File: src/rtl/core/pwv_pkg.sv
// shared types, constants and arithmetic helpers for the velocity evaluator
`default_nettype none

package pwv_pkg;

    // field widths
    localparam int OP_W     = 2;
    localparam int SEG_IW   = 4;
    localparam int JNT_IW   = 3;
    localparam int POW_W    = 3;
    localparam int COEF_W   = 32;
    localparam int TIME_W   = 24;
    localparam int CFG_W    = 5;
    localparam int OUT_JOINTS = 6;

    // fixed point datapath widths
    localparam int FRAC_T   = 16;
    localparam int PROD_W   = COEF_W + TIME_W + 1;
    localparam int RND_W    = PROD_W - FRAC_T;
    localparam int SMUL_W   = COEF_W + 4;
    localparam int SAT_W    = RND_W + 1;

    localparam logic [CFG_W-1:0]         SEG_USE_RESET = CFG_W'(9);
    localparam logic signed [PROD_W-1:0] ROUND_HALF    = PROD_W'(32768);

    // item operation codes
    typedef enum logic [OP_W-1:0] {
        OP_LOAD_COEFF = 2'd0,
        OP_LOAD_DUR   = 2'd1,
        OP_EVAL       = 2'd2
    } op_t;

    // sequencer states
    typedef enum logic [3:0] {
        S_IDLE,
        S_SEARCH,
        S_RD_TOP,
        S_INIT,
        S_MUL,
        S_RND,
        S_ADD,
        S_STORE,
        S_FINISH
    } ctl_state_t;

    // operations of the shared arithmetic unit
    typedef enum logic [2:0] {
        H_IDLE,
        H_INIT,
        H_MUL,
        H_RND,
        H_ADD
    } hop_t;

    typedef struct packed {
        hop_t             op;
        logic             rd_en;
        logic [POW_W-1:0] power;
    } hcmd_t;

    typedef struct packed {
        logic done;
        logic past_end;
    } srch_status_t;

    // clamp to the signed 32 bit range
    function automatic logic signed [COEF_W-1:0] sat32(input logic signed [SAT_W-1:0] v);
        logic signed [COEF_W-1:0] r;
        if (!v[SAT_W-1] && (|v[SAT_W-2:COEF_W-1])) begin
            r = {1'b0, {(COEF_W-1){1'b1}}};
        end
        else if (v[SAT_W-1] && !(&v[SAT_W-2:COEF_W-1])) begin
            r = {1'b1, {(COEF_W-1){1'b0}}};
        end
        else begin
            r = v[COEF_W-1:0];
        end
        return r;
    endfunction

    // coefficient times its small power index, by shift and add
    function automatic logic signed [SMUL_W-1:0] mul_small(input logic [COEF_W-1:0] c,
                                                           input logic [POW_W-1:0]  p);
        logic signed [SMUL_W-1:0] e;
        logic signed [SMUL_W-1:0] r;
        e = SMUL_W'($signed(c));
        r = '0;
        if (p[0]) begin
            r = r + e;
        end
        if (p[1]) begin
            r = r + (e <<< 1);
        end
        if (p[2]) begin
            r = r + (e <<< 2);
        end
        return r;
    endfunction

endpackage

`default_nettype wire

File: src/rtl/core/pwv_seg_search.sv
// duration store and segment search: one segment compared per cycle
`default_nettype none

module pwv_seg_search #(
    parameter  int MAX_SEGMENTS = 16,
    localparam int SEG_AW = (MAX_SEGMENTS > 1) ? $clog2(MAX_SEGMENTS) : 1
) (
    input  wire logic                       clk,
    input  wire logic                       rst_n,
    input  wire logic                       start,
    input  wire logic [pwv_pkg::TIME_W-1:0] query_time,
    input  wire logic                       dur_we,
    input  wire logic [SEG_AW-1:0]          dur_waddr,
    input  wire logic [pwv_pkg::TIME_W-1:0] dur_wdata,
    input  wire logic [pwv_pkg::CFG_W-1:0]  seg_limit,
    output pwv_pkg::srch_status_t           status,
    output logic      [SEG_AW-1:0]          found_seg,
    output logic      [pwv_pkg::TIME_W-1:0] local_time
);
    import pwv_pkg::*;

    localparam int SEG_CW = $clog2(MAX_SEGMENTS + 1);
    localparam int SUM_W  = TIME_W + SEG_CW;

    logic [TIME_W-1:0] dur_mem [MAX_SEGMENTS];
    logic [TIME_W-1:0] dur_rdata_reg;

    logic              run_reg;
    logic              done_reg;
    logic [SEG_CW-1:0] idx_reg;
    logic [SUM_W-1:0]  sum_reg;
    logic [TIME_W-1:0] time_reg;
    logic              past_reg;
    logic [SEG_AW-1:0] found_reg;
    logic [TIME_W-1:0] tl_reg;

    logic [SEG_CW-1:0] idx_inc;
    logic [SEG_AW-1:0] dur_raddr;
    logic [SUM_W-1:0]  seg_end;
    logic [SUM_W-1:0]  time_ext;
    logic [SUM_W-1:0]  tl_full;
    logic              limit_hit;
    logic              time_hit;
    logic              finish;

    // read runs one segment ahead of the compare
    assign idx_inc   = idx_reg + SEG_CW'(1);
    assign dur_raddr = run_reg ? idx_inc[SEG_AW-1:0] : '0;

    // end of current segment and the compare against it
    assign time_ext  = SUM_W'(time_reg);
    assign seg_end   = sum_reg + SUM_W'(dur_rdata_reg);
    assign tl_full   = time_ext - sum_reg;
    assign limit_hit = (32'(idx_reg) >= 32'(seg_limit)) || (32'(idx_reg) >= MAX_SEGMENTS);
    assign time_hit  = time_ext < seg_end;
    assign finish    = run_reg && (limit_hit || time_hit);

    // duration memory
    always_ff @(posedge clk)
    begin
        if (dur_we)
        begin
            dur_mem[dur_waddr] <= dur_wdata;
        end
        dur_rdata_reg <= dur_mem[dur_raddr];
    end

    // search control
    always_ff @(posedge clk or negedge rst_n)
    begin
        if (!rst_n)
        begin
            run_reg  <= 1'b0;
            done_reg <= 1'b0;
        end
        else
        begin
            done_reg <= finish;
            if (start)
            begin
                run_reg <= 1'b1;
            end
            else if (finish)
            begin
                run_reg <= 1'b0;
            end
        end
    end

    // running sum, index and result
    always_ff @(posedge clk)
    begin
        if (start)
        begin
            idx_reg  <= '0;
            sum_reg  <= '0;
            time_reg <= query_time;
        end
        else if (run_reg && !finish)
        begin
            idx_reg <= idx_inc;
            sum_reg <= seg_end;
        end
        if (finish)
        begin
            past_reg  <= limit_hit;
            found_reg <= idx_reg[SEG_AW-1:0];
            tl_reg    <= tl_full[TIME_W-1:0];
        end
    end

    assign status.done     = done_reg;
    assign status.past_end = past_reg;
    assign found_seg       = found_reg;
    assign local_time      = tl_reg;

endmodule

`default_nettype wire

File: config.mk
export PLATFORM = sky130hd
export DESIGN_NAME = pwv_seg_search
export DESIGN_NICKNAME = d
export VERILOG_FILES = /design/src/rtl/core/pwv_pkg.sv /design/src/rtl/core/pwv_seg_search.sv
export SDC_FILE = /design/constraint.sdc
export NUM_CORES = 1
export LEC_CHECK = 0
export BUFFER_PORTS_ARGS = -buffer_cell sky130_fd_sc_hd__buf_2
export CORE_ASPECT_RATIO = 1.75
export CORE_UTILIZATION = 55
export CTS_CLUSTER_DIAMETER = 40
export DETAILED_ROUTE_END_ITERATION = 10
export PLACE_DENSITY = 0.72
export SYNTH_ARGS = -nofsm -noshare
export SYNTH_HDL_FRONTEND = slang
export SYNTH_SLANG_ARGS = --single-unit
File: constraint.sdc
create_clock -name clk -period 6.3 [get_ports clk]
set_clock_uncertainty 0.05 [all_clocks]
set_input_delay 0.945 -clock clk [delete_from_list [all_inputs] [get_ports clk]]
set_output_delay 0.945 -clock clk [all_outputs]
set_load 0.005 [all_outputs]
==> flow_metrics.env <==
export IMPL_post_cts_setup_buffers=0
export IMPL_dieArea_sq_um=40200
export IMPL_synthTopCellsByCount="edfxtp_1, nand2_1, a211oi_1"
export IMPL_cp_top_family="compound AO/OA/AOI/OAI gates"
export IMPL_hold_viol_final=0
export IMPL_peakVddDrop_v=0.000337
export IMPL_cp_max_fo=51
export IMPL_ys_flop_type="edfxtp_1"
export IMPL_drive_gt1_frac=0.133
export IMPL_status="finished with violations"
export IMPL_grt_antenna_before_repair=5
export IMPL_syn2layout_area_growth_pct=11.9
export IMPL_wire_per_inst_um=20.9
export IMPL_vias=13800
export IMPL_setup_worst_path_class="reg2reg"
export IMPL_yosysWarnings=0
export IMPL_fin_total_pwr_mw=11.0
export IMPL_rr_worst_depth=20
export IMPL_synth_top_area_frac=0.606
export IMPL_crit_cells=20
export IMPL_post_route_min_period_ns=5.06
export IMPL_io_pins=91
export IMPL_place_area_sq_um=22700
export IMPL_worst_pin_slew_ns=0.914
export IMPL_ys_seq_elements=497
export IMPL_nets=1897
export IMPL_grt_pass1_wl_um=73700
export IMPL_p_clk_frac=0.258
export IMPL_clockRootBuffer="clkbuf_16"
export IMPL_dp_hpwl_um=27900
export IMPL_multi_input_comb_area_sq_um=6880
export IMPL_final_setup_tns_ns=0
export IMPL_relSlewSlack=0.391
export IMPL_grt_max_degree=129
export IMPL_yosysTopAreaCell="edfxtp_1"
export IMPL_hold_path_class="in2async"
export IMPL_fin_crit_sh=0.803
export IMPL_ctsLongestPathBuffers=3
export IMPL_cpMaxStageDelayCell="nor4_1"
export IMPL_fillers=2806
export IMPL_slowest_delay_ns=0.45
export IMPL_chipWidth_um=152
export IMPL_pwr_share_comb=0.358
export IMPL_p_leak_nw=8.43
export IMPL_p_sw_mw=3.86
export IMPL_clkTransAtPathRegs_ns=0.07
export IMPL_netlist_top_cells_area="edfxtp_1, dfxtp_1, ha_1"
export IMPL_drt_pass1_iterations=8
export IMPL_intPower_mw=7.12
export IMPL_powerDensity_nw_per_um2=453
export IMPL_detail_route_antenna_nets=0
export IMPL_core_rowCount=95
export IMPL_drv_cap=0
export IMPL_grt_setup_unrepaired="false"
export IMPL_netlist_instances=1682
export IMPL_cts_hold_buf=0
export IMPL_clock_fmax_ghz=0.198
export IMPL_io_buffers=90
export IMPL_swShare=0.351
export IMPL_core_sq_um=38600
export IMPL_p_seq_frac=0.384
export IMPL_path_common_cell="ha_1"
export IMPL_post_route_util=0.627
export IMPL_drv_slew=0
export IMPL_grt_overflow=0
export IMPL_synthesis_nets=1821
export IMPL_die_h_um=265
export IMPL_crit_required_ns=6.70
export IMPL_drt_iter0_drc=801
export IMPL_clk_latency_ns=0.57
export IMPL_syn_avg_cell_area_sq_um=12.9
export IMPL_clkSinkCount=497
export IMPL_post_cts_resized=0
export IMPL_seqCellArea_sq_um=14300
export IMPL_grt_pass1_vias=13900
export IMPL_cts_tree="yes"
export IMPL_design_area_sq_um=24200
export IMPL_synth_edf_count=437
export IMPL_hold_ws_ns=0.120
export IMPL_yosys_cell_types_count=72
export IMPL_violations="design-rule violations"
export IMPL_synth_seq_area_share=0.661
export IMPL_wirelength_um=47700
export IMPL_path_buf_inv=2
export IMPL_cp_arrival_ns=5.46
export IMPL_crit_chain="ha_1 > inv_1 > fa_1 > nor2b_1 > o31a_1 > o21a_1 > o21ai_1 > o21bai_1 > a211oi_1 > xor2_1 > ha_1 > nand4_1 > a2111o_1 > a31oi_1 > o21ai_0 > nor4_1 > o211ai_4 > buf_4 > nor2_1 > mux2_2"
export IMPL_syn_area_sq_um=21700
export IMPL_async_flop_share=0.00402
export IMPL_htree_levels=2
export IMPL_largest_reg_flops=384
export IMPL_start_util=0.561
export IMPL_drcViolationCount=25
export IMPL_cts_buffers=46
export IMPL_endpoint_kind="register"
export IMPL_startpoint_type="register"
export IMPL_grt_use_total=0.239
export IMPL_gp_congestion=0.903
export IMPL_synth_most_common_cell="edfxtp_1"
export IMPL_routed_via_density=6.04
export IMPL_setup_viol=0
-- logic make-up after synthesis --
kind of cell	synth area share
compound gates	0.135
flops	0.661
fa+ha+maj	0.0457
xor+xnor	0.0174
mux	0.00837
simple gates	0.106
buf+inv	0.0253
-- routing by layer --
layer	share of wire	wire (um)	track usage	vias up
met5	0.00073	35	0	-
met4	0.045	2160	0.125	6
met3	0.053	2520	0.0340	136
met2	0.53	25300	0.444	405
met1	0.37	17700	0.264	6737
li1	-	-	-	6501
-- area by class of cell --
| cell class | count | share of cell area |
|---|---|---|
| Antenna cell | 1 | 0.000103 |
| Multi-Input combinational cell | 1044 | 0.284 |
| Sequential cell | 497 | 0.591 |
| Tap cell | 485 | 0.0250 |
| Clock inverter | 27 | 0.0118 |
| Inverter | 52 | 0.00805 |
| Clock buffer | 58 | 0.0524 |
| Timing Repair Buffer | 117 | 0.0275 |
-- worst paths after layout --
path,from,slack [ns],to
worst max register to register,sum_reg[0],1.24,idx_reg[2]
worst min-delay path,rst_n,0.12,run_reg
worst max-delay path,sum_reg[0],1.24,idx_reg[2]
max in group asynchronous,rst_n,5.97,done_reg
min in group clk,sum_reg[21],0.43,sum_reg[21]
worst min register to register,sum_reg[21],0.43,sum_reg[21]
-- layout by cell type, fill, tap and decap left out, types with 13 or more instances in the layout --
cell type  instances
buf_4             26
a31oi_1           52
clkbuf_16         49
a211oi_1         123
a311oi_1          47
a21oi_1          102
xor2_1            18
dfxtp_1           57
inv_1             50
ha_1              76
nand3_1           13
edfxtp_1         437
xnor2_1           25
buf_2             90
nor2b_1          107
a21o_1            20
nor2_1            34
nand2_1          238
o21ai_0           29
-- metrics by stage --
step	setup slack (ns)	std cells
4_1_cts	1.28	2280
3_5_place_dp	1.31	2195
6_report	1.24	2281
2_1_floorplan	1.89	1682
3_3_place_gp	1.44	2195
5_1_grt	0.921	2281
-- power by group through the flow --
stage / sequential, mW / combinational, mW / clock, mW
floorplan: 4.23 / 2.90 / 0
global placement: 4.28 / 3.81 / 0
detailed placement: 4.28 / 3.94 / 0
CTS: 4.22 / 3.96 / 2.88
global route: 4.25 / 4.39 / 3.00
finish: 4.21 / 3.93 / 2.83
Power figures use the tool's default switching activity.
